## src/hdl/tpdf_dither_quantizer_assert.svh

```systemverilog
// ============================================================================
// Assertion macros for the TPDF dither quantizer
// Shared concurrent assertion helpers. Simulation builds get the checks;
// synthesis builds get empty bodies.
// ============================================================================
`ifndef TPDF_DITHER_QUANTIZER_ASSERT_SVH
`define TPDF_DITHER_QUANTIZER_ASSERT_SVH

`ifndef SYNTHESIS

// Same-cycle implication, disabled while reset is asserted.
`define TDQ_ASSERT_IMP(lbl, clk, rstn, ante, cons) \
    lbl: assert property (@(posedge clk) disable iff (!(rstn)) (ante) |-> (cons)) \
        else $error("tdq assertion failed");

// Next-cycle implication, disabled while reset is asserted.
`define TDQ_ASSERT_NXT(lbl, clk, rstn, ante, cons) \
    lbl: assert property (@(posedge clk) disable iff (!(rstn)) (ante) |=> (cons)) \
        else $error("tdq assertion failed");

`else

`define TDQ_ASSERT_IMP(lbl, clk, rstn, ante, cons)
`define TDQ_ASSERT_NXT(lbl, clk, rstn, ante, cons)

`endif

`endif

```

## src/hdl/tdq_pkg.sv

```systemverilog
// ============================================================================
// tdq_pkg
// Types, constants and the xorshift step shared by the quantizer modules.
// ============================================================================
package tdq_pkg;

    // Field widths fixed by the stream format.
    localparam int SAMPLE_W = 25;
    localparam int DSUM_W   = 17;
    localparam int CODE_W   = 16;

    // Dither generator seed loaded at reset and at each image start.
    localparam logic [31:0] SEED_INIT = 32'h9E37_79B9;

    // Output mode register codes.
    typedef enum logic {
        MODE_DITHER8 = 1'b0,
        MODE_ROUND16 = 1'b1
    } mode_t;

    // One sample on its way from the input register to the quantizer.
    typedef struct packed {
        logic [SAMPLE_W-1:0] sample;
        logic [DSUM_W-1:0]   dither_sum;
        mode_t               mode;
    } item_t;

    // One 32-bit xorshift step (shifts 13, 17, 5).
    function automatic logic [31:0] xs_step(input logic [31:0] s);
        logic [31:0] t;
        t = s ^ (s << 13);
        t = t ^ (t >> 17);
        t = t ^ (t << 5);
        return t;
    endfunction

endpackage

```

## src/hdl/tdq_xorshift.sv

```systemverilog
// ============================================================================
// tdq_xorshift
// Dither generator: holds the xorshift seed, runs two steps per dithered
// sample and returns the sum of the two low 16-bit halves.
// ============================================================================
`include "tpdf_dither_quantizer_assert.svh"

module tdq_xorshift
    import tdq_pkg::*;
(
    input  logic              clk,
    input  logic              rst_n,
    input  logic              reload,
    input  logic              advance,
    output logic [DSUM_W-1:0] dither_sum
);

    logic [31:0] seed_reg;
    logic [31:0] seed_next;
    logic [31:0] seed_base;
    logic [31:0] step_a;
    logic [31:0] step_b;

    // Two generator steps from the current or the reloaded seed.
    always_comb
    begin
        seed_base  = reload ? SEED_INIT : seed_reg;
        step_a     = xs_step(seed_base);
        step_b     = xs_step(step_a);
        dither_sum = {1'b0, step_a[15:0]} + {1'b0, step_b[15:0]};
    end

    // The seed moves only on dithered samples; a reload still lands in plain mode.
    always_comb
    begin
        if (advance)
        begin
            seed_next = step_b;
        end
        else
        begin
            seed_next = seed_base;
        end
    end

    always_ff @(posedge clk or negedge rst_n)
    begin
        if (!rst_n)
        begin
            seed_reg <= SEED_INIT;
        end
        else
        begin
            seed_reg <= seed_next;
        end
    end

    // A reload followed by two steps always gives the same seed.
    `TDQ_ASSERT_NXT(a_reload_seed, clk, rst_n, reload && advance,
                    seed_reg == xs_step(xs_step(SEED_INIT)))
    // Without a dithered sample or a reload the seed holds.
    `TDQ_ASSERT_NXT(a_seed_holds, clk, rst_n, !reload && !advance, $stable(seed_reg))
    // A dithered sample always changes the seed.
    `TDQ_ASSERT_NXT(a_seed_moves, clk, rst_n, advance && !reload,
                    seed_reg == xs_step(xs_step($past(seed_reg))))

endmodule

```

## src/hdl/tdq_quantize.sv

```systemverilog
// ============================================================================
// tdq_quantize
// Combinational quantizer: dithered 8-bit code or rounded 16-bit code from
// one registered sample.
// ============================================================================
module tdq_quantize
    import tdq_pkg::*;
#(
    parameter int FRAC_BITS = 24
)
(
    input  item_t             item,
    output logic [CODE_W-1:0] code
);

    // Sample bits above bit FRAC_BITS are ignored.
    localparam int VW = (FRAC_BITS + 1 < SAMPLE_W) ? FRAC_BITS + 1 : SAMPLE_W;
    // Dithered sum stays below 2^(FRAC_BITS+10); rounded 16-bit sum below 2^(FRAC_BITS+17).
    localparam int MW = FRAC_BITS + 10;
    localparam int RW = FRAC_BITS + 17;
    localparam int QW = MW - FRAC_BITS;
    localparam int HW = RW - FRAC_BITS;

    logic [VW-1:0]     v;
    logic [MW-1:0]     v_m;
    logic [MW-1:0]     sum_m;
    logic [QW-1:0]     q;
    logic [QW-1:0]     q_minus;
    logic [7:0]        code8;
    logic [RW-1:0]     v_r;
    logic [RW-1:0]     sum_r;
    logic [HW-1:0]     r_hi;
    logic [CODE_W-1:0] code16;

    // 8-bit path: v*255 + dither (offset by one code) + half, then clamp.
    always_comb
    begin
        v       = item.sample[VW-1:0];
        v_m     = MW'(v);
        sum_m   = (v_m << 8) - v_m
                + (MW'(item.dither_sum) << (FRAC_BITS - 16))
                + (MW'(1) << (FRAC_BITS - 1));
        q       = sum_m[MW-1:FRAC_BITS];
        q_minus = q - QW'(1);
        if (q == '0)
        begin
            code8 = 8'd0;
        end
        else if (q_minus > QW'(255))
        begin
            code8 = 8'd255;
        end
        else
        begin
            code8 = q_minus[7:0];
        end
    end

    // 16-bit path: v*65535 + half, then saturate.
    always_comb
    begin
        v_r    = RW'(v);
        sum_r  = (v_r << 16) - v_r + (RW'(1) << (FRAC_BITS - 1));
        r_hi   = sum_r[RW-1:FRAC_BITS];
        code16 = (r_hi > HW'(16'hFFFF)) ? 16'hFFFF : r_hi[CODE_W-1:0];
    end

    always_comb
    begin
        unique case (item.mode)
            MODE_DITHER8: code = {8'd0, code8};
            MODE_ROUND16: code = code16;
            default:      code = code16;
        endcase
    end

endmodule

```

## src/hdl/tpdf_dither_quantizer.sv

```systemverilog
// ============================================================================
// tpdf_dither_quantizer
// Quantizes 0..1 colour samples to 8-bit codes with triangular dither or to
// rounded 16-bit codes.
// ============================================================================
//  Channel   Dir  Fields (low bit first)
//  s_*       in   tdata: sample_value[24:0], zero pad; tuser: image_start
//  m_*       out  tdata: code_value[15:0]
//  cfg_*     in   cfg_wr_data: output_mode (0 = dithered 8-bit, 1 = 16-bit)
//
//  One beat per clock in each direction while the receiver holds m_tready high;
//  a result passes the input register, then the result register.
//  The seed update is a two-step XOR network done at input acceptance.
//  Reset clears the valid flags, the mode and loads the dither seed.
//  A stalled result register holds; the input register accepts while it is empty
//  or while the result register is free or being emptied in the same cycle.
// ============================================================================
`include "tpdf_dither_quantizer_assert.svh"

module tpdf_dither_quantizer
    import tdq_pkg::*;
#(
    parameter int FRAC_BITS = 24
)
(
    input  logic        clk,
    input  logic        rst_n,
    input  logic        cfg_wr_en,
    input  logic        cfg_wr_data,      // output_mode
    input  logic        s_tvalid,
    output logic        s_tready,
    input  logic [31:0] s_tdata,          // sample_value[24:0], zero pad [31:25]
    input  logic        s_tuser,          // image_start
    output logic        m_tvalid,
    input  logic        m_tready,
    output logic [15:0] m_tdata           // code_value[15:0]
);

    mode_t             mode_reg;
    logic              s1_valid_reg;
    logic              s1_valid_next;
    item_t             s1_item_reg;
    logic              out_valid_reg;
    logic              out_valid_next;
    logic [CODE_W-1:0] out_code_reg;
    logic              s_accept;
    logic              out_free;
    logic              s1_move;
    logic [DSUM_W-1:0] dither_sum;
    logic [CODE_W-1:0] quant_code;

    // Configuration register.
    always_ff @(posedge clk or negedge rst_n)
    begin
        if (!rst_n)
        begin
            mode_reg <= MODE_DITHER8;
        end
        else if (cfg_wr_en)
        begin
            mode_reg <= mode_t'(cfg_wr_data);
        end
    end

    // Handshake: the pipeline advances whenever the result register is free.
    always_comb
    begin
        out_free       = !out_valid_reg || m_tready;
        s1_move        = s1_valid_reg && out_free;
        s_tready       = !s1_valid_reg || out_free;
        s_accept       = s_tvalid && s_tready;
        s1_valid_next  = s_accept || (s1_valid_reg && !out_free);
        out_valid_next = s1_move || (out_valid_reg && !m_tready);
    end

    // Dither generator, stepped at input acceptance of dithered samples.
    tdq_xorshift u_xorshift (
        .clk        (clk),
        .rst_n      (rst_n),
        .reload     (s_accept && s_tuser),
        .advance    (s_accept && (mode_reg == MODE_DITHER8)),
        .dither_sum (dither_sum)
    );

    // Input register.
    always_ff @(posedge clk or negedge rst_n)
    begin
        if (!rst_n)
        begin
            s1_valid_reg <= 1'b0;
        end
        else
        begin
            s1_valid_reg <= s1_valid_next;
        end
    end

    always_ff @(posedge clk)
    begin
        if (s_accept)
        begin
            s1_item_reg.sample     <= s_tdata[SAMPLE_W-1:0];
            s1_item_reg.dither_sum <= dither_sum;
            s1_item_reg.mode       <= mode_reg;
        end
    end

    tdq_quantize #(
        .FRAC_BITS (FRAC_BITS)
    ) u_quantize (
        .item (s1_item_reg),
        .code (quant_code)
    );

    // Result register.
    always_ff @(posedge clk or negedge rst_n)
    begin
        if (!rst_n)
        begin
            out_valid_reg <= 1'b0;
        end
        else
        begin
            out_valid_reg <= out_valid_next;
        end
    end

    always_ff @(posedge clk)
    begin
        if (s1_move)
        begin
            out_code_reg <= quant_code;
        end
    end

    assign m_tvalid = out_valid_reg;
    assign m_tdata  = out_code_reg;

    // An accepted beat always lands in the input register.
    `TDQ_ASSERT_NXT(a_accept_lands, clk, rst_n, s_accept, s1_valid_reg)
    // A held sample is not dropped while the result register is blocked.
    `TDQ_ASSERT_NXT(a_s1_holds, clk, rst_n, s1_valid_reg && !out_free,
                    s1_valid_reg && $stable(s1_item_reg))
    // Dithered codes never exceed eight bits.
    `TDQ_ASSERT_IMP(a_code8_range, clk, rst_n,
                    s1_valid_reg && (s1_item_reg.mode == MODE_DITHER8),
                    quant_code[15:8] == 8'd0)
    // A moved sample always produces a result beat.
    `TDQ_ASSERT_NXT(a_move_out, clk, rst_n, s1_move, m_tvalid)

endmodule

```

## config.mk

```make
export PLATFORM = sky130hd
export DESIGN_NAME = tpdf_dither_quantizer
export DESIGN_NICKNAME = d
export VERILOG_FILES = /design/src/hdl/tdq_pkg.sv /design/src/hdl/tdq_xorshift.sv /design/src/hdl/tdq_quantize.sv /design/src/hdl/tpdf_dither_quantizer.sv
export VERILOG_INCLUDE_DIRS = /design/src /design/src/hdl
export SDC_FILE = /design/constraint.sdc
export NUM_CORES = 1
export LEC_CHECK = 0
export BUFFER_PORTS_ARGS = -buffer_cell sky130_fd_sc_hd__clkbuf_2
export CELL_PAD_IN_SITES_DETAIL_PLACEMENT = 1
export CELL_PAD_IN_SITES_GLOBAL_PLACEMENT = 2
export CORE_ASPECT_RATIO = 0.9
export CORE_MARGIN = 2
export CORE_UTILIZATION = 44
export CTS_CLUSTER_DIAMETER = 80
export DETAILED_ROUTE_END_ITERATION = 10
export GPL_TIMING_DRIVEN = 0
export PLACE_DENSITY_LB_ADDON = 0.1
export RECOVER_POWER = 25
export SYNTH_ARGS = -nofsm -noshare
export SYNTH_HDL_FRONTEND = slang
export SYNTH_HIERARCHICAL = 1
export SYNTH_SLANG_ARGS = --single-unit
export TNS_END_PERCENT = 50
```

## constraint.sdc

```tcl
create_clock -name clk -period 12.9 [get_ports clk]
set_input_delay 0 -clock clk [delete_from_list [all_inputs] [get_ports clk]]
set_output_delay 0 -clock clk [all_outputs]
set_load 0.02 [all_outputs]
```

# Word level (Yosys, flattened, before mapping)
# Cells that the tools add are included.
dict set report op_classes {
  add_sub_neg 7
  mul 0
  div_mod_pow 0
  order_cmp 2
  eq_ne 0
  shift 0
  muxes 6
  n_bitwise 8
  n_reduce_logical 15
}
# op count
set op_table {}
lappend op_table {{32-bit bitwise XOR} 4}
lappend op_table {{32-bit 2-to-1 mux} 2}
lappend op_table {{32-bit by 15-bit bitwise XOR with 32-bit output} 2}
lappend op_table {{41-bit by 24-bit adder with 41-bit output, second input constant} 1}
lappend op_table {{41-bit by 25-bit subtractor with 41-bit output} 1}
lappend op_table {{34-bit by 24-bit adder with 34-bit output, second input constant} 1}
lappend op_table {{34-bit by 25-bit adder with 34-bit output} 1}
lappend op_table {{33-bit by 25-bit subtractor with 34-bit output} 1}
lappend op_table {{16-bit case mux with 2 select lines} 1}
lappend op_table {{16-bit by 16-bit adder with 17-bit output} 1}
lappend op_table {{17-bit by 16-bit greater-than comparator with 1-bit output, second input constant} 1}
lappend op_table {{16-bit 2-to-1 mux} 1}
lappend op_table {{8-bit 2-to-1 mux} 2}
lappend op_table {{10-bit by 8-bit greater-than comparator with 1-bit output, second input constant} 1}
lappend op_table {{10-bit zero test} 1}
lappend op_table {{10-bit by 1-bit subtractor with 10-bit output, second input constant} 1}
lappend op_table {{1-bit logical AND} 6}
lappend op_table {{1-bit zero test} 4}
lappend op_table {{1-bit logical OR} 4}
lappend op_table {{1-bit inverter} 2}
dict set report word_totals {
  reg_bits 94
  latchBits 0
  ramBits 0
  romBits 0
  inputBits 39
  output_inout_bits 18
  elab_cells 46
  memories 0
}

# Depth between registers and ports, before layout
# Gate-level depths: netlist (run 1).
dict set report logic_depth {
  depth_word 13
  depth_mapped 21
  ltp_nobuf 18
}

# Cells and area by module
# Netlist (run 1), hierarchy kept.
# module instances cells_per_inst area_per_inst_um2 seq_area_each_um2
set by_module_without_submodules {}
lappend by_module_without_submodules {tdq_xorshift 1 467 3921.3 825.8}
lappend by_module_without_submodules {tdq_quantize 1 483 3832.4 0.0}
lappend by_module_without_submodules {tpdf_dither_quantizer 1 71 1925.6 1846.8}

# Worst setup path before layout (run 1)
# Ideal clock, no wire load.
dict set report synth_path {
  path_kind {flip-flop to flip-flop}
  start {reg out_valid_reg, in the netlist m_tvalid}
  end {reg s1_item_reg[16] (netlist bit), data pin}
  setup_time_ns 0.258
  arrival_ns 4.373
  required_time_ns 12.642
  slack_ns 8.269
  path_stages_with_launch 22
  n_path_buf 5
  period_less_slack_ns 4.631
  cell_sequence {dfrtp_1 nand3b_4 and3_1 clkbuf_1 clkbuf_1 buf_1 buf_1 buf_1 nor2_1 xnor2_1 ha_1 inv_1 xnor2_1 ha_1 a21o_1 a21o_1 a21oi_1 nor2_1 a211oi_1 o31ai_1 a21oi_1 xnor2_1}
}
dict set report synth_between {
  elab_chain_cells 13
}
# item line_no
set synth_lines {}
lappend synth_lines {{start, declared} tpdf_dither_quantizer.sv:43} ;# logic out_valid_reg;
lappend synth_lines {{start signal, assigned} tpdf_dither_quantizer.sv:124} ;# out_valid_reg <= out_valid_next;
lappend synth_lines {{1-bit zero test *} tpdf_dither_quantizer.sv:68} ;# out_free = !out_valid_reg || m_tready;
lappend synth_lines {{1-bit logical OR *} tpdf_dither_quantizer.sv:68}
lappend synth_lines {{1-bit logical OR *} tpdf_dither_quantizer.sv:70} ;# s_tready = !s1_valid_reg || out_free;
lappend synth_lines {{via s_tready} tpdf_dither_quantizer.sv:31} ;# output logic s_tready,
lappend synth_lines {{1-bit logical AND *} tpdf_dither_quantizer.sv:71} ;# s_accept = s_tvalid && s_tready;
lappend synth_lines {{1-bit logical AND *} tpdf_dither_quantizer.sv:80} ;# .reload (s_accept && s_tuser),
lappend synth_lines {{32-bit 2-to-1 mux *} tdq_xorshift.sv:27} ;# seed_base = reload ? SEED_INIT : seed_reg;
lappend synth_lines {{32-bit bitwise XOR *} tdq_pkg.sv:31} ;# t = s ^ (s << 13);
lappend synth_lines {{32-bit by 15-bit bitwise XOR with 32-bit output *} tdq_pkg.sv:32} ;# t = t ^ (t >> 17);
lappend synth_lines {{32-bit bitwise XOR *} tdq_pkg.sv:33} ;# t = t ^ (t << 5);
lappend synth_lines {{32-bit bitwise XOR} tdq_pkg.sv:31}
lappend synth_lines {{32-bit by 15-bit bitwise XOR with 32-bit output} tdq_pkg.sv:32}
lappend synth_lines {{32-bit bitwise XOR} tdq_pkg.sv:33}
lappend synth_lines {{16-bit by 16-bit adder with 17-bit output *} tdq_xorshift.sv:30} ;# dither_sum = {1'b0, step_a[15:0]} + {1'b0, step_b[15:0]};
lappend synth_lines {{via dither_sum[15]} tpdf_dither_quantizer.sv:49} ;# logic [DSUM_W-1:0] dither_sum;
lappend synth_lines {{end, declared} tpdf_dither_quantizer.sv:42} ;# item_t s1_item_reg;
# Mark *: on every way through the listed nets, which the timed path passes. The rest lies on a longest branch.
# A chain may end at the register's enable or synchronous reset.

# Final worst setup path (run 1)
dict set report layout_path {
  start {reg out_valid_reg, in the netlist m_tvalid}
  end {reg s1_item_reg[16] (netlist bit), data pin}
}
dict set report layout_between {
  elab_chain_cells 13
}
# item line_no
set layout_lines {}
lappend layout_lines {{1-bit zero test *} tpdf_dither_quantizer.sv:68}
lappend layout_lines {{1-bit logical OR *} tpdf_dither_quantizer.sv:68}
lappend layout_lines {{1-bit logical OR *} tpdf_dither_quantizer.sv:70}
lappend layout_lines {{1-bit logical AND *} tpdf_dither_quantizer.sv:71}
lappend layout_lines {{1-bit logical AND *} tpdf_dither_quantizer.sv:80}
lappend layout_lines {{32-bit 2-to-1 mux *} tdq_xorshift.sv:27}
lappend layout_lines {{32-bit bitwise XOR *} tdq_pkg.sv:31}
lappend layout_lines {{32-bit by 15-bit bitwise XOR with 32-bit output *} tdq_pkg.sv:32}
lappend layout_lines {{32-bit bitwise XOR *} tdq_pkg.sv:33}
lappend layout_lines {{32-bit bitwise XOR} tdq_pkg.sv:31}
lappend layout_lines {{32-bit by 15-bit bitwise XOR with 32-bit output} tdq_pkg.sv:32}
lappend layout_lines {{32-bit bitwise XOR} tdq_pkg.sv:33}
lappend layout_lines {{16-bit by 16-bit adder with 17-bit output *} tdq_xorshift.sv:30}
lappend layout_lines {{via dither_sum[15]} tpdf_dither_quantizer.sv:49}
# Marked as above.

==> results_dict.tcl, run 1 <==
set metrics [dict create \
    die_x_um 160 \
    period_needed_ns 5.90 \
    postSynth.asyncResetShare 0.372 \
    max_freq_mhz 170 \
    netlist.area_leader.share 0.183 \
    dieArea_um2 23200 \
    root_buffer "clkbuf_16" \
    crit_arrival_ns 6.00 \
    synth-main-ff-cell "edfxtp_1" \
    cts_resized 0 \
    drtPass1Iterations 5 \
    syn2layout_area_growth_pct 12.8 \
    final_area_um2 10900 \
    final.setup.worst_slack_ns 7.00 \
    synth_area_per_cell_um2 9.48 \
    start_util 0.447 \
    drc 0 \
    setup_viol 0 \
    synth_top_area_cell "edfxtp_1" \
    grt_pass1_wl_um 46900 \
    clock_skew_ns 0.0142 \
    vias 7884 \
    cts_buffers 9 \
    path_cells "nand3b_4, and3_1, clkbuf_1, clkbuf_1, buf_1, buf_1, buf_1, nor2_1, xnor2_1, ha_1, inv_1, xnor2_1, ha_1, a21o_1, a21o_1, a21oi_1, nor2_1, a211oi_1, o31ai_1, a21oi_1, xnor2_1" \
    clk-insertion-delay-late_ns 0.37 \
    grt_max_degree 36 \
    h-tree-depth 3 \
    gp_congestion 0.880 \
    clock_sinks 94 \
    drive_gt1_frac 0.129 \
    ys_seq_area_frac 0.276 \
    fin_setup_tns_ns 0 \
    design.core.area_um2 21600 \
    placed_area_um2 10300 \
    std_cell_rows 51 \
    drv_slew 36 \
    final_cell_mix "xnor2_1, ha_1, nor2_1, nand2_1, edfxtp_1" \
    fp.dieH_um 145 \
    yosysUniqueCellTypes 105 \
    wl_um 30200 \
    path_max_fanout 10 \
    hold_buffers 31 \
    cts_tree "done" \
    portBuffers 49 \
    antenna_found_initial 2 \
    worst_slew_pin_slew_ns 2.07 \
    start_kind "flop" \
    synth-seq-cells 94 \
    yosys_warnings 6 \
    slowest_delay_ns 0.52 \
    rsz0062_at_grt "no" \
    synthCells 1021 \
    synth_edf_count 59 \
    period_share 0.457 \
    drt_iter0_drc 386 \
    end_kind "flop" \
    status "finished, violations left" \
    hold_viol_final 0 \
    ios 57 \
    maxCapViolations 1 \
    dpl.hpwl_um 24100 \
    hp-class "in -> reg" \
    crit_path_top_delay_cell "buf_1" \
    grt_pass1_vias 8208 \
    layout_commonest_cell "xnor2_1" \
    wl_per_cell_um 21.4 \
    relSlewSlack -0.382 \
    post_cts_buffers 0 \
    grt_use_total 0.267 \
    clk_pin_slew_ns 0.08 \
    nNetsFinal 1271 \
    synth_area_um2 9680 \
    detail-route-antenna-nets 0 \
    violations "capacitance limit, slew limit" \
    clock_path_buffers 2 \
    largest_reg_flops 43 \
    via_per_inst 5.59 \
    post-place-ws_ns 6.97 \
    synthTopCellsByArea "edfxtp_1, ha_1, xnor2_1" \
    worstPathRequired_ns 13.00 \
    crit_type "reg -> reg" \
    grt_overflow 0 \
    syn_nets 1179 \
]
## critical path: cells and delay by family (launching register included)
kind | cells | cell delay, ns
XOR/XNOR | 3 | 0.54
adder cells (fa/ha/maj) | 2 | 0.75
AND/OR/NAND/NOR | 4 | 0.45
AO/OA/AOI/OAI | 6 | 1.12
buffers and inverters | 6 | 2.37
flip-flops | 1 | 0.42
## path summary, 6_finish.rpt
check | startpoint | cells past startpoint | endpoint | slack (ns)
worst min-delay path | s_tdata[14] | 2 | s1_item_reg[32]$_DFFE_PP_ | 0.35
worst min register to register | mode_reg$_DFFE_PN0P_ | 0 | s1_item_reg[0]$_DFFE_PP_ | 0.49
min in group asynchronous | rst_n | 2 | u_xorshift/seed_reg[30]$_DFF_PN0_ | 0.77
worst max-delay path | m_tvalid$_DFF_PN0_ | 21 | s1_item_reg[16]$_DFFE_PP_ | 7.00
max in group asynchronous | rst_n | 2 | mode_reg$_DFFE_PN0P_ | 10.94
worst max register to register | m_tvalid$_DFF_PN0_ | 21 | s1_item_reg[16]$_DFFE_PP_ | 7.00
## layer usage
| layer | vias up | wire length, um | global-route usage |
|---|---|---|---|
| met3 | 43 | 591 | 0.0259 |
| li1 | 3827 | - | - |
| met1 | 3913 | 13400 | 0.333 |
| met5 | - | 0 | 0 |
| met4 | 0 | 870 | 0.0839 |
| met2 | 101 | 15300 | 0.491 |
## stage by stage
stage                util  std cells  hold WS (ns)
floorplan               -       1021        -0.296
global placement    0.476       1361         0.178
detailed placement  0.477       1362         0.179
CTS                 0.505       1409         0.322
global route        0.505       1411         0.355
finish              0.505       1411         0.353
## cell type report
type | instances | area, um2
timing repair buffer | 81 | 569
sequential | 94 | 2670
antenna | 2 | 5.00
tap | 291 | 364
clock buffer | 9 | 225
multi-input combinational | 830 | 6610
clock inverter | 7 | 73.8
fill | 2519 | 10700
buffer | 38 | 168
inverter | 59 | 226
## Yosys cell counts (6+ instances only)
cell,number
xnor2_1,107
ha_1,97
nor2_1,91
nand2_1,81
edfxtp_1,59
a21oi_1,56
inv_1,56
o21ai_0,43
xor2_1,43
nor3_1,28
nand3_1,23
fa_1,22
clkbuf_1,20
dfstp_2,20
a211oi_1,17
a21o_1,15
dfrtp_1,15
nand2b_1,13
nand4_1,13
a31oi_1,11
buf_2,11
and3_1,9
xnor3_1,8
and2_1,7
o21a_1,7
nor2b_1,6
o211ai_1,6
## logic make-up after synthesis
| group | Yosys count | share of synthesized area |
|---|---|---|
| AND/OR/NAND/NOR | 319 | 0.176 |
| flip-flops | 94 | 0.276 |
| XOR/XNOR | 167 | 0.173 |
| buffers and inverters | 97 | 0.0407 |
| adder cells (fa/ha/maj) | 119 | 0.171 |
| multiplexers | 7 | 0.00763 |
| AO/OA/AOI/OAI | 218 | 0.155 |
Power of run 1 is not shown: default switching activity piles up to over one toggle a cycle in this logic, so the estimate is an artifact.
==> run 2: changes to the inputs <==
Settings changed: CORE_UTILIZATION 44 to 37.
Clock period 12.9 ns to 4.8 ns, I/O delays scaled along.
==> results_dict.tcl, run 2 (synthesis gave the netlist of run 1 again) <==
set metrics [dict create \
    end_kind "flop" \
    layout_commonest_cell "xnor2_1" \
    antenna_found_initial 0 \
    cts_tree "done" \
    holdCritStartpoint "s_tdata[14]" \
    nFillCells 2969 \
    clock_path_buffers 2 \
    design.core.area_um2 25900 \
    maxCapViolations 1 \
    path_cells "nand3b_4, and3_4, clkbuf_4, buf_4, buf_4, buf_4, nor2_1, xnor2_1, ha_1, inv_1, xnor2_2, ha_1, a21o_1, a21o_1, a21oi_1, nor2_1, a211oi_1, o31ai_1, a21oi_1, xnor2_1" \
    dieArea_um2 27500 \
    rsz0062_at_grt "yes" \
    vias 7899 \
    r2r_start "m_tvalid$_DFF_PN0_" \
    ios 57 \
    std_cell_rows 56 \
    via_per_inst 5.35 \
    finalNonFillerCells 1476 \
    crit_arrival_ns 4.72 \
    drc 0 \
    placed_area_um2 10400 \
    clk-insertion-delay-late_ns 0.37 \
    largest_reg_flops 43 \
    grt_use_total 0.229 \
    worstPathRequired_ns 4.93 \
    root_buffer "clkbuf_16" \
    grt_overflow 0 \
    die_x_um 174 \
    period_share 0.957 \
    gp_congestion 0.861 \
    violations "capacitance limit, slew limit" \
    grt_max_degree 36 \
    period_needed_ns 4.59 \
    final_cell_mix "xnor2_1, ha_1, nor2_1, nand2_1, edfxtp_1" \
    grt_pass1_wl_um 47400 \
    dp_cells 1419 \
    status "finished, violations left" \
    slowest_delay_ns 0.42 \
    grt_pass1_vias 8158 \
    detail-route-antenna-nets 0 \
    hp-class "in -> reg" \
    drive_gt1_frac 0.159 \
    drtPass1Iterations 5 \
    fp.dieH_um 157 \
    clock_sinks 94 \
    syn2layout_area_growth_pct 15.3 \
    nNetsFinal 1281 \
    wl_um 30700 \
    wl_per_cell_um 20.8 \
    drv_slew 36 \
    crit_path_top_delay_cell "dfrtp_1" \
    cp_common_cell "buf_4" \
    setup_viol 0 \
    final_area_um2 11200 \
    max_freq_mhz 218 \
    hold_viol_final 0 \
    drt_iter0_drc 390 \
    path_max_fanout 10 \
    dpl.hpwl_um 24500 \
    diodes 0 \
    crit_start "m_tvalid$_DFF_PN0_" \
    start_util 0.374 \
    start_kind "flop" \
    crit_type "reg -> reg" \
    h-tree-depth 3 \
    worst_slew_pin_slew_ns 2.21 \
    clock_skew_ns 0.0135 \
    relSlewSlack -0.474 \
    portBuffers 49 \
    cts_buffers 9 \
    clk_pin_slew_ns 0.09 \
]
-- run 2: cell types whose count changed in the layout (fill, tap and decap cells not counted), sizes merged --
cell,before,now
buf,19,30
diode,2,0
clkbuf,78,77
clkinv,4,3
inv,60,61
-- run 2: worst max-delay path: cells and delay by family, from the launching register on --
kind / cells / cell delay (ns)
AOI/OAI and AO/OA: 6 / 1.20
and+or+nand+nor: 4 / 0.54
DFF: 1 / 0.42
adders and majority gates: 2 / 0.74
xor gates and xnor gates: 3 / 0.44
buffers and inverters: 5 / 1.01
-- run 2: what timing repair did --
item                                    4_1_cts  5_1_grt
pin swaps                                     1        5
endpoints found under the setup margin       13       15
endpoints found under the hold margin        43        0
hold buffers                                 31        0
buffers inserted                              0       11
gates resized for setup                      14       22
-- run 2: area by class of cell --
type | count | area (um2) | share of cell area
clock inverters | 7 | 71.3 | 0.00639
flip-flops and latches | 94 | 2670 | 0.239
multi-input cells | 830 | 6700 | 0.600
well taps | 348 | 435 | 0.0390
repair buffers | 92 | 648 | 0.0581
plain buffers | 37 | 180 | 0.0161
clock buffers | 9 | 225 | 0.0202
inverters | 59 | 226 | 0.0203
-- run 2: path summary, 6_finish.rpt --
check / end / slack (ns) / cells after the start
worst min-delay path: s1_item_reg[32]$_DFFE_PP_ / 0.34 / 2
worst max-delay path: s1_item_reg[16]$_DFFE_PP_ / 0.21 / 20
min in group asynchronous: u_xorshift/seed_reg[1]$_DFF_PN0_ / 0.85 / 2
worst min register to register: s1_item_reg[0]$_DFFE_PP_ / 0.50 / 0
max in group asynchronous: u_xorshift/seed_reg[6]$_DFF_PN0_ / 2.70 / 2
worst max register to register: s1_item_reg[16]$_DFFE_PP_ / 0.21 / 20
-- run 2: routing by layer --
metal / global-route usage / share of wire
met4: 0.0595 / 0.021
met1: 0.281 / 0.44
met3: 0.0258 / 0.019
met2: 0.427 / 0.52
met5: 0 / 0
-- run 2: metrics by stage --
| step | setup TNS [ns] | setup slack, ns | hold WS, ns | utilization |
|---|---|---|---|---|
| 2_1_floorplan | 0 | 0.169 | -0.296 | - |
| 3_5_place_dp | -8.52 | -1.24 | 0.180 | 0.402 |
| 5_1_grt | -0.157 | -0.0991 | 0.347 | 0.432 |
| 3_3_place_gp | -8.95 | -1.26 | 0.177 | 0.401 |
| 4_1_cts | 0 | 0.0262 | 0.321 | 0.426 |
| 6_report | 0 | 0.207 | 0.336 | 0.432 |
Power of run 2 is left out for the same reason.
